===== src/design/pdvj_pkg.sv =====
// ----------------------------------------------------------------------------
// pdvj_pkg
// Shared types, register indexes and saturating Q16.16 helpers for the
// jerk-limited PD velocity axis.
// ----------------------------------------------------------------------------
`default_nettype none

package pdvj_pkg;

  localparam int unsigned DataW = 32;
  localparam int unsigned RegW  = 31;
  localparam int unsigned ModeW = 5;
  localparam int unsigned AddrW = 3;
  localparam int unsigned ProdW = 64;

  typedef enum logic [AddrW-1:0] {
    REG_GAIN_P      = 3'd0,
    REG_GAIN_D_RATE = 3'd1,
    REG_MIN_SPEED   = 3'd2,
    REG_MAX_SPEED   = 3'd3,
    REG_MAX_VEL_STEP = 3'd4,
    REG_MAX_ACC_STEP = 3'd5,
    REG_MODE        = 3'd6
  } reg_idx_t;

  // mode bit positions
  localparam int unsigned ModeP    = 0;
  localparam int unsigned ModeD    = 1;
  localparam int unsigned ModeClip = 2;
  localparam int unsigned ModeAcc  = 3;
  localparam int unsigned ModeJerk = 4;

  typedef struct packed {
    logic [RegW-1:0]  gain_p;
    logic [RegW-1:0]  gain_d_rate;
    logic [RegW-1:0]  min_speed;
    logic [RegW-1:0]  max_speed;
    logic [RegW-1:0]  max_velocity_step;
    logic [RegW-1:0]  max_accel_step;
    logic [ModeW-1:0] mode;
  } cfg_t;

  localparam cfg_t CfgReset = '{
    gain_p:            31'd65536,
    gain_d_rate:       31'd0,
    min_speed:         31'd0,
    max_speed:         31'd65536,
    max_velocity_step: 31'd66,
    max_accel_step:    31'd1,
    mode:              5'd31
  };

  function automatic logic signed [DataW-1:0] sat34(input logic signed [33:0] v);
    logic signed [DataW-1:0] r;
    if (v > 34'sh0_7FFF_FFFF) begin
      r = 32'sh7FFF_FFFF;
    end else if (v < -34'sh0_8000_0000) begin
      r = 32'sh8000_0000;
    end else begin
      r = v[DataW-1:0];
    end
    return r;
  endfunction

  // gain * value product, round half up, drop 16 fraction bits, saturate
  function automatic logic signed [DataW-1:0] qround(input logic signed [ProdW-1:0] p);
    logic signed [ProdW-1:0] s;
    logic signed [47:0]      q;
    logic signed [DataW-1:0] r;
    s = p + 64'sd32768;
    q = s[63:16];
    if (q > 48'sh0000_7FFF_FFFF) begin
      r = 32'sh7FFF_FFFF;
    end else if (q < -48'sh0000_8000_0000) begin
      r = 32'sh8000_0000;
    end else begin
      r = q[DataW-1:0];
    end
    return r;
  endfunction

  function automatic logic [33:0] abs33(input logic signed [32:0] v);
    logic signed [33:0] w;
    w = {v[32], v};
    return v[32] ? 34'(-w) : 34'(w);
  endfunction

  function automatic logic signed [DataW-1:0] speed_clip(
    input logic signed [DataW-1:0] v,
    input logic [RegW-1:0]         lo,
    input logic [RegW-1:0]         hi
  );
    logic [33:0]             a;
    logic signed [DataW-1:0] r;
    a = abs33({v[DataW-1], v});
    if (a < {3'b0, lo}) begin
      r = '0;
    end else if (a > {3'b0, hi}) begin
      r = v[DataW-1] ? -$signed({1'b0, hi}) : $signed({1'b0, hi});
    end else begin
      r = v;
    end
    return r;
  endfunction

  function automatic logic signed [DataW-1:0] limit_mag(
    input logic signed [DataW-1:0] v,
    input logic [RegW-1:0]         lim
  );
    logic [33:0]             a;
    logic signed [DataW-1:0] r;
    a = abs33({v[DataW-1], v});
    if (a > {3'b0, lim}) begin
      r = v[DataW-1] ? -$signed({1'b0, lim}) : $signed({1'b0, lim});
    end else begin
      r = v;
    end
    return r;
  endfunction

endpackage

`default_nettype wire


===== src/design/pdvj_slew.sv =====
// ----------------------------------------------------------------------------
// pdvj_slew
// Velocity loop: acceleration and jerk limiting against the held velocity
// and step, second speed clip, result register.
// ----------------------------------------------------------------------------
`default_nettype none

module pdvj_slew
  import pdvj_pkg::*;
(
  input  wire logic                    clk,
  input  wire logic                    rst_n,
  input  wire logic                    adv,
  input  wire cfg_t                    cfg,
  input  wire logic                    raw_valid,
  input  wire logic signed [DataW-1:0] raw_vel,
  output logic                         res_valid,
  output logic signed [DataW-1:0]      res_vel
);

  logic signed [DataW-1:0] last_vel_r, last_step_r, vel_r;
  logic                    vld_r;

  logic signed [DataW-1:0] step, vel;
  logic signed [32:0]      jerk, jstep;
  logic [33:0]             jabs;

  always_comb begin
    step = sat34(34'(raw_vel) - 34'(last_vel_r));
    if (cfg.mode[ModeAcc]) begin
      step = limit_mag(step, cfg.max_velocity_step);
    end
    jerk  = 33'(step) - 33'(last_step_r);
    jabs  = abs33(jerk);
    jstep = jerk[32] ? 33'(last_step_r) - 33'({2'b0, cfg.max_accel_step})
                     : 33'(last_step_r) + 33'({2'b0, cfg.max_accel_step});
    if (cfg.mode[ModeJerk] && (jabs > {3'b0, cfg.max_accel_step})) begin
      step = sat34(34'(jstep));
    end
    vel = sat34(34'(last_vel_r) + 34'(step));
    if (cfg.mode[ModeClip]) begin
      vel = speed_clip(vel, cfg.min_speed, cfg.max_speed);
    end
  end

  always_ff @(posedge clk) begin
    if (!rst_n) begin
      last_vel_r  <= '0;
      last_step_r <= '0;
      vld_r       <= 1'b0;
    end else if (adv) begin
      vld_r <= raw_valid;
      if (raw_valid) begin
        last_vel_r  <= vel;
        last_step_r <= step;
      end
    end
  end

  always_ff @(posedge clk) begin
    if (adv) begin
      vel_r <= vel;
    end
  end

  assign res_valid = vld_r;
  assign res_vel   = vel_r;

endmodule

`default_nettype wire


===== config.mk =====
export PLATFORM = sky130hd
export DESIGN_NAME = pdvj_slew
export DESIGN_NICKNAME = d
export VERILOG_FILES = /design/src/design/pdvj_pkg.sv /design/src/design/pdvj_slew.sv
export SDC_FILE = /design/constraint.sdc
export NUM_CORES = 1
export LEC_CHECK = 0
export BUFFER_PORTS_ARGS = -buffer_cell sky130_fd_sc_hd__buf_2
export CAP_MARGIN = 20
export CORE_MARGIN = 5
export CORE_UTILIZATION = 45
export DETAILED_ROUTE_END_ITERATION = 10
export PLACE_DENSITY = 0.64
export SYNTH_ARGS = -nofsm -noshare
export SYNTH_HDL_FRONTEND = slang
export SYNTH_SLANG_ARGS = --single-unit

===== constraint.sdc =====
create_clock -name clk -period 31.5 [get_ports clk]
set_clock_uncertainty 0.2 [all_clocks]
set_input_delay 6.3 -clock clk [delete_from_list [all_inputs] [get_ports clk]]
set_output_delay 6.3 -clock clk [all_outputs]
set_load 0.01 [all_outputs]

=== Word-level counts from Yosys, hierarchy flattened ===
Cells that the tools add are included.

* Reductions and logical operators: 2
* $lt $le $gt $ge: 10
* Mux-type cells: 18
* Add/subtract/negate cells: 10

{| class="wikitable"
|+ Operators by type and width
! operator !! number
|-
| 32-bit two-way mux || 14
|-
| 34-bit by 31-bit > comparator with 1-bit output || 3
|-
| 34-bit two-way mux || 3
|-
| 33-bit by 32-bit > comparator with 1-bit output, second input constant || 3
|-
| 33-bit by 32-bit less-than comparator with 1-bit output, second input constant || 3
|-
| 32-bit by 32-bit subtractor with 33-bit output || 3
|-
| 32-bit negation with 34-bit output || 2
|-
| 32-bit by 32-bit adder with 33-bit output || 2
|-
| 31-bit negation with 32-bit output || 2
|-
| 34-bit by 31-bit less-than comparator with 1-bit output || 1
|-
| 33-bit negation with 34-bit output || 1
|-
| 33-bit two-way mux || 1
|-
| 2-bit AND reduction || 1
|-
| 1-bit logical AND || 1
|}

* Output and inout bits: 33
* Bits in registers: 97
* Bits of input ports: 227
* Word-level logic and storage cells: 44

=== Depth between registers and ports, before layout ===
Gate-level depths: netlist of run 1.

* Depth in word-level cells: 25
* Depth in mapped cells: 94
* Depth with buffers taken out: 82

=== Least setup slack after synthesis of run 1 ===
OpenSTA, ideal clock, no wires.

* Path kind: input port to flip-flop
* From: input port raw_vel[0]
* To: register vel_r[0] (netlist: res_vel[0]) (data pin)
* Data required time: 31.026 ns
* Buffers on the path: 10
* Library setup time: 0.274 ns
* Setup slack: 6.415 ns
* Cell stages on the path: 88
* Arrival: 24.611 ns
* Cells stage by stage: inv_1 > ha_1 > fa_1 > nand2b_1 > a211oi_1 > o21ai_0 > a211oi_1 > nor2_1 > o31ai_1 > nor2_1 > o21ai_0 > inv_1 > ha_1 > clkbuf_1 > o21ai_1 > nor2_1 > nor4b_1 > o31ai_1 > [... 52 more ...] > and2_1 > a32o_1 > o2111a_1 > a31oi_1 > mux2i_1 > ha_1 > a21o_1 > a21o_1 > a21o_1 > a211oi_1 > o21ai_0 > o211ai_1 > a211oi_1 > a21oi_1 > o22ai_1 > o21ai_1 > clkbuf_1 > o22ai_1

* Longest elaborated chain between the ends: 25
* Elaborated cells between the ends (all ways): 35
* Those cells by class: add/sub: 6; order compare: 10; mux: 18; reduce/logical: 1

{| class="wikitable"
|+ RTL lines
! element !! RTL line !! text
|-
| from (decl) || pdvj_slew.sv:16 || <nowiki>input wire logic signed [DataW-1:0] raw_vel,</nowiki>
|-
| 32-bit by 32-bit subtractor with 33-bit output (*) || pdvj_slew.sv:29 || <nowiki>step = sat34(34'(raw_vel) - 34'(last_vel_r));</nowiki>
|-
| 33-bit by 32-bit less-than comparator with 1-bit output || pdvj_pkg.sv:57 || <nowiki>end else if (v < -34'sh0_8000_0000) begin</nowiki>
|-
| 32-bit two-way mux || pdvj_pkg.sv:57 ||
|-
| 32-bit two-way mux (*) || pdvj_pkg.sv:55 || <nowiki>if (v > 34'sh0_7FFF_FFFF) begin</nowiki>
|-
| 32-bit negation with 34-bit output || pdvj_pkg.sv:85 || <nowiki>return v[32] ? 34'(-w) : 34'(w);</nowiki>
|-
| 34-bit two-way mux || pdvj_pkg.sv:85 ||
|-
| 34-bit by 31-bit > comparator with 1-bit output || pdvj_pkg.sv:113 || <nowiki>if (a > {3'b0, lim}) begin</nowiki>
|-
| 32-bit two-way mux || pdvj_pkg.sv:113 ||
|-
| [... 7 more ...] || n/a ||
|-
| via step[4] || pdvj_slew.sv:24 || <nowiki>logic signed [DataW-1:0] step, vel;</nowiki>
|-
| [... 3 more ...] || n/a ||
|-
| 32-bit two-way mux (*) || pdvj_pkg.sv:55 ||
|-
| 32-bit negation with 34-bit output || pdvj_pkg.sv:85 ||
|-
| 34-bit two-way mux || pdvj_pkg.sv:85 ||
|-
| 34-bit by 31-bit > comparator with 1-bit output || pdvj_pkg.sv:98 || <nowiki>end else if (a > {3'b0, hi}) begin</nowiki>
|-
| 32-bit two-way mux || pdvj_pkg.sv:98 ||
|-
| 32-bit two-way mux || pdvj_pkg.sv:96 || <nowiki>if (a < {3'b0, lo}) begin</nowiki>
|-
| 32-bit two-way mux (*) || pdvj_slew.sv:41 || <nowiki>if (cfg.mode[ModeClip]) begin</nowiki>
|-
| via vel[0] || pdvj_slew.sv:24 ||
|-
| to (signal assigned) || pdvj_slew.sv:62 || <nowiki>vel_r <= vel;</nowiki>
|-
| to (decl) || pdvj_slew.sv:21 || <nowiki>logic signed [DataW-1:0] last_vel_r, last_step_r, vel_r;</nowiki>
|}

The timed path passes the listed nets; every way through them passes the cells marked *.
A chain may end at the register's enable or synchronous reset.

=== Worst setup path in the final report of run 1 ===
* From: input port raw_vel[0]
* To: register last_vel_r[24]

* Longest elaborated chain between the ends: 25
* Elaborated cells between the ends (all ways): 35
* Those cells by class: add/sub: 6; order compare: 10; mux: 18; reduce/logical: 1

{| class="wikitable"
|+ RTL lines
! element !! RTL line !! text
|-
| 32-bit by 32-bit subtractor with 33-bit output (*) || pdvj_slew.sv:29 ||
|-
| 33-bit by 32-bit less-than comparator with 1-bit output || pdvj_pkg.sv:57 ||
|-
| 32-bit two-way mux || pdvj_pkg.sv:57 ||
|-
| 32-bit two-way mux (*) || pdvj_pkg.sv:55 ||
|-
| 32-bit negation with 34-bit output || pdvj_pkg.sv:85 ||
|-
| 34-bit two-way mux || pdvj_pkg.sv:85 ||
|-
| 34-bit by 31-bit > comparator with 1-bit output || pdvj_pkg.sv:113 ||
|-
| 32-bit two-way mux || pdvj_pkg.sv:113 ||
|-
| [... 7 more ...] || n/a ||
|-
| via step[6] || pdvj_slew.sv:24 ||
|-
| [... 2 more ...] || n/a ||
|-
| 32-bit two-way mux || pdvj_pkg.sv:57 ||
|-
| 32-bit two-way mux (*) || pdvj_pkg.sv:55 ||
|-
| 32-bit negation with 34-bit output || pdvj_pkg.sv:85 ||
|-
| 34-bit two-way mux || pdvj_pkg.sv:85 ||
|-
| 34-bit by 31-bit > comparator with 1-bit output || pdvj_pkg.sv:98 ||
|-
| 32-bit two-way mux || pdvj_pkg.sv:98 ||
|-
| 32-bit two-way mux || pdvj_pkg.sv:96 ||
|-
| 32-bit two-way mux (*) || pdvj_slew.sv:41 ||
|-
| to (signal assigned) || pdvj_slew.sv:54 || <nowiki>last_vel_r <= vel;</nowiki>
|-
| to (decl) || pdvj_slew.sv:21 ||
|}

Marks and branches as above.

==> results of run 1 <==
[worst max-delay path: cells and delay by family]
kind | cells | cell delay, ns
AOI/OAI and AO/OA | 43 | 13.89
xor gates and xnor gates | 2 | 0.49
adders and majority gates | 9 | 3.14
buffers and inverters | 8 | 2.14
muxes | 1 | 0.49
and+or+nand+nor | 16 | 3.69
[cell families (layout without fill, tap and decap cells)]
family,after synthesis,after routing
DFF,97,97
xor gates and xnor gates,242,242
muxes,59,59
buffers and inverters,385,476
AOI/OAI and AO/OA,1044,1044
and+or+nand+nor,892,892
adders and majority gates,299,299
[sequential cells by signal, summed over array words and instances (netlist names)]
name,cells
res_vel,32
last_step_r,32
last_vel_r,32
res_valid,1
[routing by layer]
layer / share of wire (%) / vias up
li1: - / 11403
met1: 44 / 10999
met2: 43 / 944
met3: 6.9 / 150
met4: 5.4 / 2
met5: 0.016 / -
[placed cells by master (no fill, tap or decap), types with 25 or more instances in the layout]
cell type,n
and3_1,28
edfxtp_1,32
a21o_1,102
inv_1,234
o211ai_1,27
buf_4,29
o21ai_0,216
buf_2,195
nor2b_1,31
nand4_1,56
xor2_1,62
and2_1,25
ha_1,257
nand2_1,231
maj3_1,38
o21a_1,27
nand3_1,104
xnor2_1,179
nand2b_1,27
nor2_1,210
o22ai_1,36
nor3_1,57
dfxtp_1,65
o31ai_1,36
a211oi_1,42
a31oi_1,40
a21oi_1,232
mux2i_1,43
[worst min-delay path by stage]
stage | slack (ns) | endpoint
after global routing | 0.33 | res_valid
final | 0.28 | res_valid
after detailed placement | 0.28 | res_valid
after global placement | 0.27 | res_valid
after floorplan | 0.26 | last_vel_r[26]
after CTS | 0.30 | res_valid
[metrics by stage]
stage	utilization (%)	std cells
floorplan	-	3018
global placement	48.32	3707
detailed placement	48.32	3707
CTS	49.00	3723
global route	49.03	3724
finish	49.03	3724
[cell type report]
class                           instances  area [um2]  area share [%]
Sequential cell                        97        2262           9.684
Clock inverter                          6       82.58          0.3535
Multi-Input combinational cell       2536       17920           76.70
Tap cell                              615       769.5           3.294
Clock buffer                           10       239.0           1.023
Inverter                              235       882.1           3.776
Timing Repair Buffer                  225        1206           5.164
==> impl_metrics.csv, run 1 <==
group,metric,value,unit
floorplanning,initial_core_util,45.36,%
layout,final_cell_area,0.02336,mm2
detailed_routing,wl,81.27,mm
yosys,synth-seq-cells,97,
clocking,ctsResizeCount,0,
yosys,yosys-top-cells-count,"ha_1 (257), inv_1 (234), a21oi_1 (233)",
sta,finalCritPeriodShare,96.05,%
floorplanning,fp.dieW,229.1,um
detailed_routing,wl_per_cell,21.82,um
flow_run,max_cap_viol_count,0,
clocking,numCtsBuffers,9,
sta,slew_violations,0,
yosys,synth_cells,3018,
global_route,antenna_found_initial,1,
place,gp_congestion,0.9920,
global_route,use_met1,39.59,%
yosys,synth_top_family_by_area,"compound AO/OA/AOI/OAI gates",
clocking,cts.clk_slew.worst_paths,0.08,ns
sta,hold_ws,0.2835,ns
global_route,grt_pass1_wl,122.8,mm
global_route,grt.overflow.total,0,
detailed_routing,viasPerCell,6.310,
clocking,cts-root-buf,"clkbuf_16",
global_route,grt_max_degree,74,
detailed_routing,ant_nets,0,
sta,max_clock_freq,33.05,MHz
yosys,synth_ff_type,"dfxtp_1",
layout,final_layout_size_suffix_gt1_share,10.84,%
yosys,synthMuxAreaShare,2.825,%
sta,tightestPinTransition,1.140,ns
yosys,synth.distinct_cells,105,
detailed_routing,drt_iter0_drc,2384,
worst_setup_path,crit_slowest_cell,"o311ai_4",
global_route,busiest_layer,"met2",
place,dpl.hpwl,66.84,mm
clocking,post_cts_buffers,0,
worst_setup_path,crit_path_start_kind,"primary input",
yosys,synth.most_common_cell,"ha_1",
layout,final_nets,3592,
outcome,outcome,"finished, final reports clean",
layout,nFillCells,4832,
sta,period_minus_slack,30.26,ns
yosys,yosys.area.top_type,"ha_1",
clocking,h-tree-depth,3,
layout,area_growth,8.088,%
yosys,yosys.area.top_type_share,14.88,%
floorplanning,rows,80,
yosys,synthSimpleGateAreaFrac,20.46,%
floorplanning,ios,260,
worst_setup_path,r2r_end,"last_vel_r[24]",
clocking,ctsHoldBuffers,0,
place,place_ws,1.651,ns
worst_setup_path,reg2regPathDepth,77,
yosys,synth-async-reset-ratio,0,%
worst_setup_path,arrival,30.32,ns
global_route,grt_pass1_vias,22028,
sta,maxSlewHeadroom,23.32,%
global_route,grt.met3_usage,3.183,%
sta,fin_ws,1.245,ns
yosys,syn_avg_cell_area,7.161,um2
worst_setup_path,critical_path_class,"in2reg",
sta,setup-tns-final,0,ns
yosys,synth-edff-count,32,
worst_setup_path,r2r-start,"last_vel_r[0]",
yosys,yosysWarningCount,0,
detailed_routing,vias,23498,
min_path,holdCritStartpoint,"res_valid",
layout,antenna_cells,0,
yosys,yosys-top-cells-area,"ha_1 (15%), xnor2_1 (7.3%), dfxtp_1 (6.0%), a21oi_1 (5.4%), o21ai_0 (5.0%)",
yosys,synth-xor-area-share,9.843,%
place,placed_area,0.02302,mm2
min_path,min_path_cells,2,
worst_setup_path,rrSetupSlack,6.90,ns
global_route,use_met2,45.69,%
yosys,syn_nets,3506,
clocking,clock-sinks,97,
detailed_routing,dr.pass1.iters,6,
clocking,cts_tree,"built",
clocking,clk_path_buf_depth,2,
floorplanning,fp.coreArea,0.04765,mm2
place,io_buffer_count,195,
yosys,yosysSeqAreaShare,10.47,%
detailed_routing,drcViolationCount,0,
sta,finalHoldViolCount,0,
floorplanning,die_area,0.05251,mm2
sta,rsz0062_at_grt,"false",
worst_setup_path,crit_fanout,73,
yosys,syn_area,0.02161,mm2
worst_setup_path,slowest_delay,0.91,ns
sta,setup-violations-final,0,
floorplanning,die_y,229.1,um
worst_setup_path,end_kind,"flip-flop",
clocking,worstSkewPairLatency,0.38,ns
worst_setup_path,crit_path_start,"raw_vel[0]",
worst_setup_path,crit_path_end,"last_vel_r[24]",
yosys,synth-compound-area-share,32.45,%
yosys,synth_adder_area_share,17.01,%
worst_setup_path,required,31.57,ns
global_route,grtUsageTotal,28.95,%
min_path,hold_class,"reg2reg",
Power of run 1 is not shown: default switching activity piles up to over one toggle a cycle in this logic, so the estimate is an artifact.
==> run 2: changes to the inputs <==
--- a/config.mk
+++ b/config.mk
@@ -10,6 +10,7 @@
 export CORE_MARGIN = 5
 export CORE_UTILIZATION = 45
 export DETAILED_ROUTE_END_ITERATION = 10
+export MAX_ROUTING_LAYER = met4
 export PLACE_DENSITY = 0.64
 export SYNTH_ARGS = -nofsm -noshare
 export SYNTH_HDL_FRONTEND = slang
==> impl_metrics.csv, run 2 (synthesis results as in run 1) <==
group,metric,value,unit
layout,nFillCells,4821,
detailed_routing,vias,23651,
clocking,ctsHoldBuffers,0,
global_route,grt_pass1_wl,128.4,mm
flow_run,max_cap_viol_count,0,
worst_setup_path,crit_path_start_kind,"primary input",
detailed_routing,drt_iter0_drc,2390,
sta,period_minus_slack,29.65,ns
layout,area_growth,8.551,%
worst_setup_path,cpLargestDelayFamily,"compound AO/OA/AOI/OAI gates",
floorplanning,fp.dieW,229.1,um
layout,multiInputGateArea,0.01792,mm2
worst_setup_path,arrival,29.78,ns
clocking,cts.clk_slew.worst_paths,0.09,ns
global_route,antenna_found_initial,0,
detailed_routing,wl_per_cell,22.51,um
min_path,hold_class,"reg2reg",
detailed_routing,dr.pass1.iters,5,
detailed_routing,wl,84.18,mm
clocking,post_cts_buffers,0,
clocking,numCtsBuffers,9,
floorplanning,die_y,229.1,um
worst_setup_path,slowest_delay,0.81,ns
sta,finalCritPeriodShare,94.14,%
worst_setup_path,cpMostUsedCell,"o21ai_0",
worst_setup_path,crit_fanout,24,
sta,max_clock_freq,33.72,MHz
global_route,grt.overflow.total,0,
clocking,h-tree-depth,3,
clocking,worstSkewPairLatency,0.39,ns
place,gp_congestion,0.9875,
worst_setup_path,required,31.62,ns
outcome,outcome,"finished, final reports clean",
global_route,grtUsageTotal,31.29,%
clocking,ctsResizeCount,0,
floorplanning,rows,80,
place,dpl.hpwl,69.24,mm
global_route,grt_pass1_vias,22332,
clocking,cts-root-buf,"clkbuf_16",
layout,mostFrequentLayoutCells,"ha_1 (257), inv_1 (234), a21oi_1 (232)",
global_route,grt_max_degree,98,
sta,rsz0062_at_grt,"false",
clocking,cts_tree,"built",
worst_setup_path,critical_path_class,"in2reg",
place,io_buffer_count,195,
sta,maxSlewHeadroom,30.45,%
layout,seq_area,0.002262,mm2
floorplanning,fp.coreArea,0.04765,mm2
layout,final_common_cell,"ha_1",
floorplanning,ios,260,
sta,setup-violations-final,0,
layout,final_layout_size_suffix_gt1_share,11.30,%
detailed_routing,ant_nets,0,
worst_setup_path,crit_slowest_cell,"nor2_1",
sta,finalHoldViolCount,0,
clocking,clock-sinks,97,
floorplanning,initial_core_util,45.36,%
detailed_routing,viasPerCell,6.324,
worst_setup_path,end_kind,"flip-flop",
worst_setup_path,cp.buffers_inverters,6,
sta,setup-tns-final,0,ns
sta,slew_violations,0,
sta,tightestPinTransition,1.039,ns
floorplanning,die_area,0.05251,mm2
detailed_routing,drcViolationCount,0,
clocking,clk_path_buf_depth,2,
layout,final_nets,3607,
run 2: cell count changes in the layout (fill, tap and decap cells not counted), sizes merged:
| cell | change |
|---|---|
| buf | +15 |
| bufinv | -1 |
| clkbuf | -1 |
| clkinv | +1 |
| diode | +1 |
| inv | +1 |
run 2: worst reg2reg max path: cells and delay by family, from the launching register on:
| family | cells | cell delay [ns] |
|---|---|---|
| DFF | 1 | 0.35 |
| xor gates and xnor gates | 4 | 1.46 |
| muxes | 1 | 0.70 |
| buffers and inverters | 4 | 1.22 |
| and+or+nand+nor | 16 | 5.06 |
| AOI/OAI and AO/OA | 40 | 11.79 |
| adders and majority gates | 9 | 3.12 |
run 2: metal layers:
metal	track usage, %	routed length (um)	vias to the layer above
met3	2.428	4950	120
li1	-	-	11413
met1	42.74	38590	11212
met5	-	0	-
met4	13.23	4310	0
met2	47.84	36330	906
run 2: stage by stage:
| stage | hold slack [ns] | worst slack, ns | util [%] | instances | instance area, um2 |
|---|---|---|---|---|---|
| floorplan | 0.2615 | 6.415 | - | 3018 | 21610 |
| global placement | 0.2842 | 2.309 | 48.58 | 3721 | 23140 |
| detailed placement | 0.2831 | 2.100 | 48.58 | 3721 | 23140 |
| CTS | 0.2963 | 2.431 | 49.19 | 3737 | 23440 |
| global route | 0.3227 | 0.5815 | 49.23 | 3739 | 23460 |
| finish | 0.2894 | 1.846 | 49.24 | 3740 | 23460 |
run 2: path summary, 6_finish.rpt:
kind                               startpoint             to  slack (ns)  cells after the start
worst min register to register      res_valid      res_valid        0.29                      2
worst max register to register  last_vel_r[0]  last_vel_r[0]        7.55                     74
worst max-delay path               raw_vel[0]  last_vel_r[0]        1.85                     76
worst min-delay path                res_valid      res_valid        0.29                      2
run 2: layout make-up:
class | instances | share of cell area, %
flip-flops and latches | 97 | 9.643
clock buffers | 9 | 0.9601
well taps | 615 | 3.280
multi-input cells | 2536 | 76.39
diodes | 1 | 0.01067
inverters | 235 | 3.760
clock inverters | 7 | 0.2933
repair buffers | 240 | 5.664
Power of run 2 is left out for the same reason.
